[config.mk]
export PLATFORM = sky130hd
export DESIGN_NAME = page_buffer_directory_flat
export DESIGN_NICKNAME = d
export VERILOG_FILES = /design/src/design/pbd_pkg.sv /design/src/design/pbd_in_if.sv /design/src/design/pbd_out_if.sv /design/src/design/pbd_ctrl.sv /design/src/design/pbd_datapath.sv /design/src/design/page_buffer_directory.sv /design/src/flat_wrapper.sv
export VERILOG_INCLUDE_DIRS = /design/src /design/src/design
export SDC_FILE = /design/constraint.sdc
export NUM_CORES = 1
export LEC_CHECK = 0
export BUFFER_PORTS_ARGS = -buffer_cell sky130_fd_sc_hd__buf_2
export CAP_MARGIN = 10
export CORE_MARGIN = 2
export CORE_UTILIZATION = 45
export DETAILED_ROUTE_END_ITERATION = 6
export PLACE_DENSITY = 0.66
export SETUP_SLACK_MARGIN = 0.1
export SYNTH_ARGS = -nofsm -noshare
export SYNTH_HDL_FRONTEND = slang
export SYNTH_SLANG_ARGS = --single-unit
[constraint.sdc]
create_clock -name i_clk -period 9.99 [get_ports i_clk]
set_clock_uncertainty 0.15 [all_clocks]
set_input_delay 1.998 -clock i_clk [delete_from_list [all_inputs] [get_ports i_clk]]
set_output_delay 1.998 -clock i_clk [all_outputs]
set_load 0.1 [all_outputs]
[src/design/assert_macros.svh]
// ----------------------------------------------------------------------------
// assert_macros.svh
// Concurrent assertion wrappers shared by the page buffer directory modules.
// ----------------------------------------------------------------------------
`ifndef ASSERT_MACROS_SVH
`define ASSERT_MACROS_SVH
`ifndef ASSERT_OFF
// Clocked check, quiet while reset is held.
`define PBD_ASSERT(lbl, clk, rst_n, prop, msg) \
    lbl: assert property (@(posedge clk) disable iff (!rst_n) (prop)) else $error(msg);
// Clocked check that also holds during reset.
`define PBD_ASSERT_ALWAYS(lbl, clk, prop, msg) \
    lbl: assert property (@(posedge clk) (prop)) else $error(msg);
`else
`define PBD_ASSERT(lbl, clk, rst_n, prop, msg)
`define PBD_ASSERT_ALWAYS(lbl, clk, prop, msg)
`endif
`endif

[src/design/pbd_pkg.sv]
// ----------------------------------------------------------------------------
// pbd_pkg
// Types and constants of the page buffer directory.
// ----------------------------------------------------------------------------
package pbd_pkg;

    localparam logic [31:0] EMPTY_PAGE = 32'hFFFF_FFFF;
    localparam logic [3:0]  MIN_SLOTS  = 4'd2;
    localparam logic [3:0]  CFG_RESET  = 4'd8;

    typedef enum logic [2:0] {
        CMD_READ  = 3'd0,
        CMD_WRITE = 3'd1,
        CMD_DIRTY = 3'd2,
        CMD_EVICT = 3'd3,
        CMD_CLEAR = 3'd4
    } t_cmd;

    typedef enum logic [2:0] {
        S_IDLE,
        S_SCAN,
        S_PICK,
        S_LEVEL,
        S_COMMIT
    } t_state;

    typedef struct packed {
        logic [2:0]  cmd;
        logic [31:0] page_num;
        logic [31:0] root_page_id;
        logic [2:0]  slot;
        logic [2:0]  level;
    } t_req;

    typedef struct packed {
        logic [2:0]  out_slot;
        logic        hit;
        logic        fetch;
        logic        writeback;
        logic [2:0]  writeback_level;
        logic [31:0] new_page_id;
        logic [31:0] read_count;
        logic [31:0] hit_count;
        logic [31:0] write_count;
    } t_rsp;

    // Controller to datapath
    typedef struct packed {
        logic load;
        logic scan;
        logic pick;
        logic commit;
    } t_ctl;

    // Datapath to controller
    typedef struct packed {
        logic req_scan;
        logic is_read;
        logic scan_done;
        logic out_free;
    } t_sts;

endpackage

[src/design/pbd_in_if.sv]
// ----------------------------------------------------------------------------
// pbd_in_if
// Command channel: valid/ready handshake carrying one request word.
// ----------------------------------------------------------------------------
interface pbd_in_if;
    logic          valid;
    logic          ready;
    pbd_pkg::t_req data;

    modport source (output valid, output data, input ready);
    modport sink   (input valid, input data, output ready);
endinterface

[src/design/pbd_out_if.sv]
// ----------------------------------------------------------------------------
// pbd_out_if
// Result channel: valid/ready handshake carrying one response word.
// ----------------------------------------------------------------------------
interface pbd_out_if;
    logic          valid;
    logic          ready;
    pbd_pkg::t_rsp data;

    modport source (output valid, output data, input ready);
    modport sink   (input valid, input data, output ready);
endinterface

[src/design/pbd_ctrl.sv]
// ----------------------------------------------------------------------------
// pbd_ctrl
// Sequencer for one command: load, tag scan (read, evict), slot pick and level read (read only), commit.
// ----------------------------------------------------------------------------
`include "assert_macros.svh"

module pbd_ctrl (
    input  logic          i_clk,
    input  logic          i_rst_n,
    input  logic          i_req_valid,
    output logic          o_req_ready,
    input  pbd_pkg::t_sts i_sts,
    output pbd_pkg::t_ctl o_ctl
);

    pbd_pkg::t_state r_state, n_state;

    always_ff @(posedge i_clk) begin
        if (!i_rst_n) begin
            r_state <= pbd_pkg::S_IDLE;
        end else begin
            r_state <= n_state;
        end
    end

    always_comb begin
        n_state     = r_state;
        o_ctl       = '0;
        o_req_ready = 1'b0;
        unique case (r_state)
            pbd_pkg::S_IDLE: begin
                o_req_ready = 1'b1;
                if (i_req_valid) begin
                    o_ctl.load = 1'b1;
                    n_state    = i_sts.req_scan ? pbd_pkg::S_SCAN : pbd_pkg::S_COMMIT;
                end
            end
            pbd_pkg::S_SCAN: begin
                o_ctl.scan = 1'b1;
                if (i_sts.scan_done) begin
                    n_state = i_sts.is_read ? pbd_pkg::S_PICK : pbd_pkg::S_COMMIT;
                end
            end
            pbd_pkg::S_PICK: begin
                o_ctl.pick = 1'b1;
                n_state    = pbd_pkg::S_LEVEL;
            end
            pbd_pkg::S_LEVEL: begin
                n_state = pbd_pkg::S_COMMIT;
            end
            pbd_pkg::S_COMMIT: begin
                if (i_sts.out_free) begin
                    o_ctl.commit = 1'b1;
                    n_state      = pbd_pkg::S_IDLE;
                end
            end
            default: begin
                n_state = pbd_pkg::S_IDLE;
            end
        endcase
    end

    `PBD_ASSERT(a_commit_free, i_clk, i_rst_n, o_ctl.commit |-> i_sts.out_free, "commit with output busy")
    `PBD_ASSERT(a_one_cmd, i_clk, i_rst_n, $onehot0(o_ctl), "more than one datapath command")
    `PBD_ASSERT(a_level_after_pick, i_clk, i_rst_n, (r_state == pbd_pkg::S_LEVEL) |-> ($past(r_state) == pbd_pkg::S_PICK), "level read without pick")

endmodule

[src/design/pbd_datapath.sv]
// ----------------------------------------------------------------------------
// pbd_datapath
// Slot tag and level memories, dirty and valid bits, scan accumulators,
// victim choice, counters and the result register.
// ----------------------------------------------------------------------------
`include "assert_macros.svh"

module pbd_datapath #(
    parameter int MAX_SLOTS = 8
) (
    input  logic          i_clk,
    input  logic          i_rst_n,
    input  logic [3:0]    i_nslots,
    input  pbd_pkg::t_req i_req_data,
    input  pbd_pkg::t_ctl i_ctl,
    output pbd_pkg::t_sts o_sts,
    output logic          o_rsp_valid,
    output pbd_pkg::t_rsp o_rsp_data,
    input  logic          i_rsp_ready
);

    localparam int SLOT_W = (MAX_SLOTS > 1) ? $clog2(MAX_SLOTS) : 1;
    localparam int IW     = (SLOT_W > 4) ? SLOT_W : 4;

    localparam logic [3:0] SLOT_ROOT  = 4'd1;
    localparam logic [3:0] SLOT_BASE  = 4'd2;
    localparam logic [3:0] SLOTS_THREE = 4'd3;

    function automatic logic [SLOT_W-1:0] to_idx(input logic [3:0] v);
        logic [IW-1:0] w;
        w = IW'(v);
        return w[SLOT_W-1:0];
    endfunction

    // Held request
    logic [2:0]  r_cmd;
    logic [31:0] r_page;
    logic [31:0] r_root;
    logic [2:0]  r_slot;
    logic [2:0]  r_level;

    // Slot state
    logic [31:0]          r_page_mem [MAX_SLOTS];
    logic [2:0]           r_lvl_mem  [MAX_SLOTS];
    logic [MAX_SLOTS-1:0] r_valid;
    logic [MAX_SLOTS-1:0] r_dirty;
    logic [31:0]          r_last_hit;
    logic [3:0]           r_vp;
    logic [31:0]          r_nwp;
    logic [31:0]          r_reads;
    logic [31:0]          r_hits;
    logic [31:0]          r_writes;

    // Scan pipeline
    logic [3:0]  r_cnt;
    logic        r_cmp_vld;
    logic [3:0]  r_cmp_idx;
    logic [31:0] r_rd_page;
    logic        r_rd_valid;
    logic [31:0] w_eff;

    // Scan results
    logic       r_hit_f, r_ev_f, r_emp_f, r_rs_f, r_r2_f;
    logic [3:0] r_hit_idx, r_ev_idx, r_emp_idx, r_rs_idx, r_r2_idx;

    // Pick
    logic [3:0] r_sel, w_sel;
    logic       r_sel_hit, w_sel_hit;
    logic [3:0] n_vp;
    logic [2:0] r_lvl_q;

    // Commit
    logic              w_slot_ok;
    logic [SLOT_W-1:0] w_upd_idx;
    logic              w_pg_we, w_lv_we;
    logic [31:0]       w_pg_wdata;
    logic              w_vld_set, w_vld_clr, w_dty_set, w_dty_clr, w_hit_upd;
    logic [31:0]       n_nwp, n_reads, n_hits, n_writes;
    pbd_pkg::t_rsp     w_rsp;

    logic          r_out_vld;
    pbd_pkg::t_rsp r_out;

    assign w_eff = r_rd_valid ? r_rd_page : pbd_pkg::EMPTY_PAGE;

    assign o_sts.req_scan  = i_req_data.cmd inside {pbd_pkg::CMD_READ, pbd_pkg::CMD_EVICT};
    assign o_sts.is_read   = (r_cmd == pbd_pkg::CMD_READ);
    assign o_sts.scan_done = r_cmp_vld && (r_cmp_idx == (i_nslots - 4'd1));
    assign o_sts.out_free  = !r_out_vld || i_rsp_ready;

    assign o_rsp_valid = r_out_vld;
    assign o_rsp_data  = r_out;

    // Request capture
    always_ff @(posedge i_clk) begin
        if (i_ctl.load) begin
            r_cmd   <= i_req_data.cmd;
            r_page  <= i_req_data.page_num;
            r_root  <= i_req_data.root_page_id;
            r_slot  <= i_req_data.slot;
            r_level <= i_req_data.level;
        end
    end

    // Memories: one write, registered reads at the scan and the chosen slot
    always_ff @(posedge i_clk) begin
        if (i_ctl.commit && w_pg_we) begin
            r_page_mem[w_upd_idx] <= w_pg_wdata;
        end
        if (i_ctl.commit && w_lv_we) begin
            r_lvl_mem[w_upd_idx] <= r_level;
        end
        r_rd_page <= r_page_mem[to_idx(r_cnt)];
        r_lvl_q   <= r_lvl_mem[to_idx(r_sel)];
    end

    // Scan result indexes and pick result
    always_ff @(posedge i_clk) begin
        if (i_ctl.scan && r_cmp_vld) begin
            if (!r_hit_f) r_hit_idx <= r_cmp_idx;
            if (!r_ev_f)  r_ev_idx  <= r_cmp_idx;
            if (!r_emp_f) r_emp_idx <= r_cmp_idx;
            if (!r_rs_f)  r_rs_idx  <= r_cmp_idx;
            if (!r_r2_f)  r_r2_idx  <= r_cmp_idx;
        end
        if (i_ctl.pick) begin
            r_sel     <= w_sel;
            r_sel_hit <= w_sel_hit;
        end
    end

    // Victim choice for a read
    always_comb begin
        w_sel     = SLOT_BASE;
        w_sel_hit = 1'b0;
        n_vp      = r_vp;
        if (r_hit_f) begin
            w_sel     = r_hit_idx;
            w_sel_hit = 1'b1;
        end else if ((i_nslots == pbd_pkg::MIN_SLOTS) || (r_root == r_page)) begin
            w_sel = SLOT_ROOT;
        end else if (i_nslots == SLOTS_THREE) begin
            w_sel = SLOT_BASE;
        end else if (r_emp_f) begin
            w_sel = r_emp_idx;
        end else if ((r_vp < i_nslots) && r_rs_f) begin
            w_sel = r_rs_idx;
            n_vp  = r_vp + 4'd1;
        end else begin
            // pointer wrapped: restart the round at the base slot
            w_sel = r_r2_f ? r_r2_idx : SLOT_BASE;
            n_vp  = SLOT_BASE;
        end
    end

    // Commit decode
    always_comb begin
        w_rsp      = '0;
        w_slot_ok  = ({1'b0, r_slot} < i_nslots);
        w_upd_idx  = to_idx({1'b0, r_slot});
        w_pg_we    = 1'b0;
        w_lv_we    = 1'b0;
        w_pg_wdata = r_page;
        w_vld_set  = 1'b0;
        w_vld_clr  = 1'b0;
        w_dty_set  = 1'b0;
        w_dty_clr  = 1'b0;
        w_hit_upd  = 1'b0;
        n_nwp      = r_nwp;
        n_reads    = r_reads;
        n_hits     = r_hits;
        n_writes   = r_writes;
        unique case (r_cmd)
            pbd_pkg::CMD_READ: begin
                w_upd_idx      = to_idx(r_sel);
                w_rsp.out_slot = r_sel[2:0];
                if (r_sel_hit) begin
                    w_rsp.hit = 1'b1;
                    w_hit_upd = 1'b1;
                    n_hits    = r_hits + 32'd1;
                end else begin
                    if (r_dirty[to_idx(r_sel)]) begin
                        w_rsp.writeback       = 1'b1;
                        w_rsp.writeback_level = r_lvl_q;
                        w_rsp.new_page_id     = r_nwp;
                        n_nwp                 = r_nwp + 32'd1;
                        n_writes              = r_writes + 32'd1;
                    end
                    w_pg_we     = 1'b1;
                    w_vld_set   = 1'b1;
                    w_dty_clr   = 1'b1;
                    n_reads     = r_reads + 32'd1;
                    w_rsp.fetch = 1'b1;
                end
            end
            pbd_pkg::CMD_WRITE: begin
                if (w_slot_ok) begin
                    w_rsp.out_slot    = r_slot;
                    w_rsp.writeback   = 1'b1;
                    w_rsp.new_page_id = r_nwp;
                    w_pg_we           = 1'b1;
                    w_pg_wdata        = r_nwp;
                    w_vld_set         = 1'b1;
                    w_dty_clr         = 1'b1;
                    n_nwp             = r_nwp + 32'd1;
                    n_writes          = r_writes + 32'd1;
                end
            end
            pbd_pkg::CMD_DIRTY: begin
                if (w_slot_ok) begin
                    w_rsp.out_slot = r_slot;
                    w_dty_set      = 1'b1;
                    w_lv_we        = 1'b1;
                end
            end
            pbd_pkg::CMD_EVICT: begin
                w_upd_idx = to_idx(r_ev_idx);
                if (r_ev_f) begin
                    w_rsp.out_slot = r_ev_idx[2:0];
                    w_vld_clr      = 1'b1;
                    w_dty_clr      = 1'b1;
                end
            end
            pbd_pkg::CMD_CLEAR: begin
                n_reads  = '0;
                n_hits   = '0;
                n_writes = '0;
            end
            default: begin
            end
        endcase
        w_rsp.read_count  = n_reads;
        w_rsp.hit_count   = n_hits;
        w_rsp.write_count = n_writes;
    end

    // Control state, slot bits, counters and result register
    always_ff @(posedge i_clk) begin
        if (!i_rst_n) begin
            r_valid    <= '0;
            r_dirty    <= '0;
            r_last_hit <= '0;
            r_vp       <= 4'd1;
            r_nwp      <= '0;
            r_reads    <= '0;
            r_hits     <= '0;
            r_writes   <= '0;
            r_cnt      <= '0;
            r_cmp_vld  <= 1'b0;
            r_rd_valid <= 1'b0;
            r_hit_f    <= 1'b0;
            r_ev_f     <= 1'b0;
            r_emp_f    <= 1'b0;
            r_rs_f     <= 1'b0;
            r_r2_f     <= 1'b0;
            r_out_vld  <= 1'b0;
        end else begin
            r_rd_valid <= r_valid[to_idx(r_cnt)];
            if (i_ctl.load) begin
                r_cnt     <= '0;
                r_cmp_vld <= 1'b0;
                r_hit_f   <= 1'b0;
                r_ev_f    <= 1'b0;
                r_emp_f   <= 1'b0;
                r_rs_f    <= 1'b0;
                r_r2_f    <= 1'b0;
            end
            if (i_ctl.scan) begin
                // issue the next tag read, compare the one issued last cycle
                if (r_cnt < i_nslots) begin
                    r_cnt     <= r_cnt + 4'd1;
                    r_cmp_vld <= 1'b1;
                    r_cmp_idx <= r_cnt;
                end else begin
                    r_cmp_vld <= 1'b0;
                end
                if (r_cmp_vld) begin
                    if ((r_cmp_idx != '0) && (w_eff == r_page)) r_hit_f <= 1'b1;
                    if (w_eff == r_page) r_ev_f <= 1'b1;
                    if ((r_cmp_idx >= SLOT_BASE) && (w_eff == pbd_pkg::EMPTY_PAGE)) begin
                        r_emp_f <= 1'b1;
                    end
                    if ((r_cmp_idx >= r_vp) && (w_eff != r_last_hit)) r_rs_f <= 1'b1;
                    if ((r_cmp_idx >= SLOT_BASE) && (w_eff != r_last_hit)) r_r2_f <= 1'b1;
                end
            end
            if (i_ctl.pick) begin
                r_vp <= n_vp;
            end
            if (i_ctl.commit) begin
                if (w_vld_set) r_valid[w_upd_idx] <= 1'b1;
                if (w_vld_clr) r_valid[w_upd_idx] <= 1'b0;
                if (w_dty_set) r_dirty[w_upd_idx] <= 1'b1;
                if (w_dty_clr) r_dirty[w_upd_idx] <= 1'b0;
                if (w_hit_upd) r_last_hit <= r_page;
                r_nwp     <= n_nwp;
                r_reads   <= n_reads;
                r_hits    <= n_hits;
                r_writes  <= n_writes;
                r_out_vld <= 1'b1;
            end else if (i_rsp_ready) begin
                r_out_vld <= 1'b0;
            end
        end
    end

    always_ff @(posedge i_clk) begin
        if (i_ctl.commit) begin
            r_out <= w_rsp;
        end
    end

    `PBD_ASSERT(a_hit_not_slot0, i_clk, i_rst_n, r_hit_f |-> (r_hit_idx != 4'd0), "hit found in reserved slot")
    `PBD_ASSERT(a_empty_from_base, i_clk, i_rst_n, r_emp_f |-> (r_emp_idx >= SLOT_BASE), "empty slot below base")
    `PBD_ASSERT(a_pick_in_range, i_clk, i_rst_n, i_ctl.pick |=> (r_sel < i_nslots), "chosen slot out of range")

endmodule

[src/design/page_buffer_directory.sv]
// ----------------------------------------------------------------------------
// page_buffer_directory
// Directory of a small page buffer: slot tags, dirty marks with path level,
// victim choice on a read miss, write-page numbering and usage counters.
// ----------------------------------------------------------------------------
//
//   channel   dir  handshake               word
//   i_req     in   valid/ready             cmd, page_num, root_page_id, slot, level
//   o_rsp     out  valid/ready             out_slot, hit, fetch, writeback, ...
//   apb       in   psel/penable/pready     slots_in_use at byte address 0
//
// A read or an evict walks the slot tag memory through its single read port,
// one slot per cycle; the write, dirty and clear commands skip the scan.
// One command is in flight at a time; the next is accepted once the result
// sits in the output register, even while that result is still stalled.
// Reset (synchronous, active low) empties every slot at once through the
// per-slot valid bits; no clearing pass is needed.
// ----------------------------------------------------------------------------
module page_buffer_directory #(
    parameter int MAX_SLOTS = 8
) (
    input  logic         i_clk,
    input  logic         i_rst_n,
    pbd_in_if.sink       i_req,
    pbd_out_if.source    o_rsp,
    input  logic         psel,
    input  logic         penable,
    input  logic         pwrite,
    input  logic [2:0]   paddr,
    input  logic [31:0]  pwdata,
    output logic [31:0]  prdata,
    output logic         pready
);

    // The slot count register is 4 bits, so no more than 15 slots are usable.
    localparam int NCAP = (MAX_SLOTS > 15) ? 15 : MAX_SLOTS;

    logic [3:0]    r_cfg;
    logic [3:0]    w_nslots;
    logic          w_cfg_sel;
    logic          w_req_ready;
    pbd_pkg::t_ctl w_ctl;
    pbd_pkg::t_sts w_sts;

    // Configuration port: zero wait states, register 0 decoded on paddr[2].
    assign pready    = 1'b1;
    assign w_cfg_sel = (paddr[2] == 1'b0);
    assign prdata    = w_cfg_sel ? {28'd0, r_cfg} : 32'd0;

    always_ff @(posedge i_clk) begin
        if (!i_rst_n) begin
            r_cfg <= pbd_pkg::CFG_RESET;
        end else if (psel && penable && pwrite && w_cfg_sel) begin
            r_cfg <= pwdata[3:0];
        end
    end

    // Clamp the slot count into the usable range.
    always_comb begin
        if (r_cfg < pbd_pkg::MIN_SLOTS) begin
            w_nslots = pbd_pkg::MIN_SLOTS;
        end else if (32'(r_cfg) > NCAP) begin
            w_nslots = 4'(NCAP);
        end else begin
            w_nslots = r_cfg;
        end
    end

    assign i_req.ready = w_req_ready;

    // Sequencer: steps each command through load and commit, with a scan for a read or an evict and a pick for a read.
    pbd_ctrl u_ctrl (
        .i_clk       (i_clk),
        .i_rst_n     (i_rst_n),
        .i_req_valid (i_req.valid),
        .o_req_ready (w_req_ready),
        .i_sts       (w_sts),
        .o_ctl       (w_ctl)
    );

    // Slot state, scan compare, victim choice and the result word.
    pbd_datapath #(
        .MAX_SLOTS (MAX_SLOTS)
    ) u_datapath (
        .i_clk       (i_clk),
        .i_rst_n     (i_rst_n),
        .i_nslots    (w_nslots),
        .i_req_data  (i_req.data),
        .i_ctl       (w_ctl),
        .o_sts       (w_sts),
        .o_rsp_valid (o_rsp.valid),
        .o_rsp_data  (o_rsp.data),
        .i_rsp_ready (o_rsp.ready)
    );

endmodule
[src/flat_wrapper.sv]
// flat-port wrapper written by rule: the top's interface ports become plain ports
module page_buffer_directory_flat 
#(
    parameter int MAX_SLOTS = 8
)
  (i_clk, i_rst_n, psel, penable, pwrite, paddr, pwdata, prdata, pready, i_req_valid, i_req_data, i_req_ready, o_rsp_valid, o_rsp_data, o_rsp_ready);
  pbd_in_if i_req_i ();
  pbd_out_if o_rsp_i ();
  input  logic i_clk;
  input  logic i_rst_n;
  input  logic psel;
  input  logic penable;
  input  logic pwrite;
  input  logic [2:0] paddr;
  input  logic [31:0] pwdata;
  output logic [31:0] prdata;
  output logic pready;
  input wire logic [$bits(i_req_i.valid)-1:0] i_req_valid;
  input wire logic [$bits(i_req_i.data)-1:0] i_req_data;
  output wire logic [$bits(i_req_i.ready)-1:0] i_req_ready;
  output wire logic [$bits(o_rsp_i.valid)-1:0] o_rsp_valid;
  output wire logic [$bits(o_rsp_i.data)-1:0] o_rsp_data;
  input wire logic [$bits(o_rsp_i.ready)-1:0] o_rsp_ready;
  assign i_req_i.valid = i_req_valid;
  assign i_req_i.data = i_req_data;
  assign i_req_ready = i_req_i.ready;
  assign o_rsp_valid = o_rsp_i.valid;
  assign o_rsp_data = o_rsp_i.data;
  assign o_rsp_i.ready = o_rsp_ready;
  page_buffer_directory #(.MAX_SLOTS(MAX_SLOTS)) u_core (.i_clk(i_clk), .i_rst_n(i_rst_n), .i_req(i_req_i), .o_rsp(o_rsp_i), .psel(psel), .penable(penable), .pwrite(pwrite), .paddr(paddr), .pwdata(pwdata), .prdata(prdata), .pready(pready));
endmodule
==> results.md <==
- The number of antenna diodes in the final layout is 0.
- Of the total synthesized cell area, the portion taken by XOR and XNOR cells is 0.03527.
- The complex-gate fraction of the synthesized area is 0.1028.
- In this run the power density over the cells is approximately 200 mW/mm2.
- The floorplan step set the die height to 272.9 um.
- Synthesis handed over a netlist of between 2000 and 3000 instances.
- The share of flip-flops with an asynchronous set or reset is 0.
- The H-tree was split into 3 levels.
- The violation count after the first detailed-routing iteration is around 2400.
- The count of port buffers added during placement is 227.
- In the routed layout, each cell is associated on average with a via count of 5.863.
- The CTS clock-pin slew for the worst setup and hold paths is roughly 60 ps.
- The final hold violation count was 0.
- The path class of the tightest hold or removal check is flop to flop.
- The fraction of power consumed by combinational cells is 0.123.
- The post-CTS setup buffer count is 0.
- The final clock period utilization by the worst path is 0.5082.
- The clock root buffer is clkbuf_16.
- roughly 290 I/O pins were placed.
- In this run the deepest clock path goes through 3 buffers.
- The floorplan step defined a core boundary enclosing just over 0.07 mm2.
- The via count of the first global-routing pass came to about 21000.
- The adder-cell area share of the yosys netlist is 0.008076.
- The floorplan step defined a die boundary enclosing around 0.074 mm2.
- The detailed-route wire length per cell is roughly 22 um.
- For this run, the total global-route usage over all layers was measured as 0.2170.
- In this run, CTS created clock tree buffers numbering 79.
- The clock share of power is 0.413.
- In the layout the commonest cells are edfxtp_1 (513), nand2_1 (270), dfxtp_1 (231).
- The maximum VDD drop is ~150 uV.
- In the post-route analysis, the smallest setup slack over all paths is between 4000 and 5000 ps.
- The first TritonRoute pass finished after 6 iterations.
- The analysis attributes to cell leakage a power of ~12 nW.
- The met1 wire length is around 34 mm.
- The portion of synthesized area spent on multiplexers is 0.07668.
- The global placer's final weighted congestion is roughly 0.86.
- The run finished with clean final reports.
- The horizontal die dimension is between 200 and 300 um.
- The total net switching power is approximately 2.1 mW.
- The share of post-route cells with drive strength above 1 is 0.1987.
- Summed over all failing endpoints, the final setup total negative slack is 0 ps.
- The critical path arrival is between 5000 and 6000 ps.
- For the pin with the worst max-slew slack, the measured transition is 1232 ps.
- Once detailed placement completed, the half-perimeter wirelength came to roughly 54 mm.
- The tool flagged a number of max-cap violations equal to 0.
- For this design, the CTS-stage hold fixing added 0 buffers.
- The detail route stage leaves a number of antenna-violating nets equal to 0.
- The final global-route overflow total is 0.
- Clock latency on the worst-skew pair, taken at its later pin, is approximately 630 ps.
- Overall power consumption after layout is estimated at between 7 and 8 mW.
- The initial antenna violation count is 2.
- The number of slew-limit violations in the final report is 0.
- The number of cell rows is 98.
- The data required time at the worst endpoint is 10380 ps.
- The most common library cell in the layout ignoring fill and taps is edfxtp_1.
- The highest fanout seen on the critical path is 59.
- The share of synthesized area in the top cell type comes to 0.4735.
- The pre-CTS setup slack is ~4300 ps.
- The highest attainable clock frequency is approximately 200 MHz.
- After detailed routing, no signal wire sits above met5.
- The worst setup path is captured at a flop.
- The post-CTS resize count is 0.
- The minimum clock period after layout is approximately 5000 ps.
- The mean area per synthesized cell is 12.52 um2.
- The worst pin sits at a relative slew slack of 0.1739.
- The number of enable flip-flop cells after synthesis is 513.
- Compared with the post-synthesis result, the final layout area differs by 14.80%.
- For this block, the via count after detailed routing is 22384.
- STA classifies the critical path startpoint as an input pin.
- The effective utilization at floorplan is 0.4551.
- The number of storage elements in the synthesis netlist is 747.
- CTS saw about 750 sinks.
- The amount of wire on met2 after detailed routing is about 41 mm.
- The final count of negative-setup-slack endpoints is 0.
- The final layout contains between 2000 and 3000 nets.
- The fraction of the yosys area taken by sequential cells is 0.6175.
- The worst hold slack is between 300 and 400 ps.
- The CTS tree is yes.
- Of the total synthesized cell area, the portion taken by AND, OR, NAND and NOR gates is 0.1334.
- After synthesis the cells add up to around 0.033 mm2.
- The maximum number of pins on one net before global-route repair is 75.
- The routed design has around 83 mm of wire.
- The met3 routed wirelength is 5.575 mm.
- The path type of the worst setup path is input pin to flop.
- The part of the total power dissipated in sequential elements is 0.464.
- The combinational family with the most area after synthesis is simple AND/OR/NAND/NOR gates.
- By area the synthesized netlist is led by edfxtp_1 (47%), dfxtp_1 (14%), mux4_2 (5.0%).
- The largest area contributor in the synthesized netlist is edfxtp_1.
- The first global-routing pass estimated 124.9 mm of wire.
- The share of the core filled with cells in the final layout is 0.5225.
- For this run, the leading register cell type out of synthesis is edfxtp_1.
- Internal power comes to 5.534 mW.
- The number of warnings printed during yosys synthesis is 0.
- The number of distinct library cells after synthesis is 78.
- Setup repair after global routing left no endpoint under its margin.
- The switching power as a share of total power is 0.2745.
- For this run, design rule violations remaining after detail routing come to 0.
stage by stage:
step / area [um2] / instances
2_1_floorplan: 32640 / 2626
3_3_place_gp: 34550 / 3673
3_5_place_dp: 34550 / 3673
4_1_cts: 37350 / 3818
5_1_grt: 37350 / 3818
6_report: 37350 / 3818
kinds of logic (layout without fill, tap and decap cells):
group / Yosys count / after routing
other: 2 / 29
DFF: 747 / 747
and+or+nand+nor: 842 / 842
buffers and inverters: 194 / 436
AOI/OAI and AO/OA: 511 / 511
adders and majority gates: 21 / 21
xor gates and xnor gates: 131 / 131
muxes: 151 / 151
synthesized netlist by cell type (8+ instances only):
cell type and count:
edfxtp_1 513, nand2_1 270, dfxtp_1 234, nor2_1 159, a21oi_1 154, xor2_1 107, clkbuf_1 99, o21ai_0 96
nand3_1 78, mux4_2 72, mux2_2 66, o31ai_1 53, and2_1 40, or3_1 40, nand4_1 36, nor3_1 33
inv_1 32, nand2b_1 31, buf_4 29, nor4_1 27, a31oi_1 26, o21a_1 24, xnor2_1 24, and3_1 23
buf_1 23, nand4bb_1 22, ha_1 21, a32oi_1 18, or4_1 15, nor2b_1 14, a211oi_1 13, mux2i_1 13
o211ai_1 13, and4_1 12, a311oi_1 11, buf_2 10, o41ai_1 10, a22o_1 8, o221a_2 8, o22ai_1 8
o311ai_0 8
power groups by stage:
stage / Clock, mW / Combinational (mW) / Sequential (mW)
finish: 3.15 / 0.934 / 3.54
global route: 3.32 / 0.975 / 3.55
CTS: 3.21 / 0.937 / 3.54
detailed placement: 0 / 0.936 / 3.61
global placement: 0 / 0.922 / 3.60
floorplan: 0 / 0.321 / 4.03
area by class of cell:
cell class / instances / area (um2)
fillers: 5988 / 34140
clock inverters: 44 / 640.6
well taps: 950 / 1189
repair buffers: 258 / 1369
flip-flops and latches: 747 / 20100
inverters: 33 / 132.6
clock buffers: 101 / 2163
multi-input cells: 1685 / 11760
final timing paths:
path                              startpoint                         endpoint  slack, ps  cells past startpoint
max                              o_rsp_ready     u_core.u_datapath.r_hits[28]       4910                      9
min          u_core.u_datapath.r_last_hit[5]  u_core.u_datapath.r_last_hit[5]        320                      2
max reg2reg                  u_core.r_cfg[3]  u_core.u_datapath.o_rsp_data[4]       5120                     11
min reg2reg  u_core.u_datapath.r_last_hit[5]  u_core.u_datapath.r_last_hit[5]        320                      2
state kept, by name, indices dropped and copies added, names as in the netlist, 32 cells and up, named ones only:
| name | count |
|---|---|
| u_core.u_datapath.o_rsp_data | 137 |
| u_core.u_datapath.r_hits | 32 |
| u_core.u_datapath.r_last_hit | 32 |
| u_core.u_datapath.r_nwp | 32 |
| u_core.u_datapath.r_page | 32 |
| u_core.u_datapath.r_page_mem | 256 |
| u_core.u_datapath.r_rd_page | 32 |
| u_core.u_datapath.r_reads | 32 |
| u_core.u_datapath.r_root | 32 |
| u_core.u_datapath.r_writes | 32 |
per-layer routing:
layer,GRT usage,vias to the layer above
met5,0,-
met2,0.3652,823
met1,0.2849,11144
met4,0.07099,2
met3,0.03822,145
li1,-,10270
critical path, cell delays in order:
cell and delay (ps):
buf_2 90, nand2b_1 170, nand3_2 90, buf_4 340
inv_6 450, buf_4 700, nand2_1 800, or3_1 560
a31oi_1 200
Note: power is estimated with default switching activity, not from simulation.
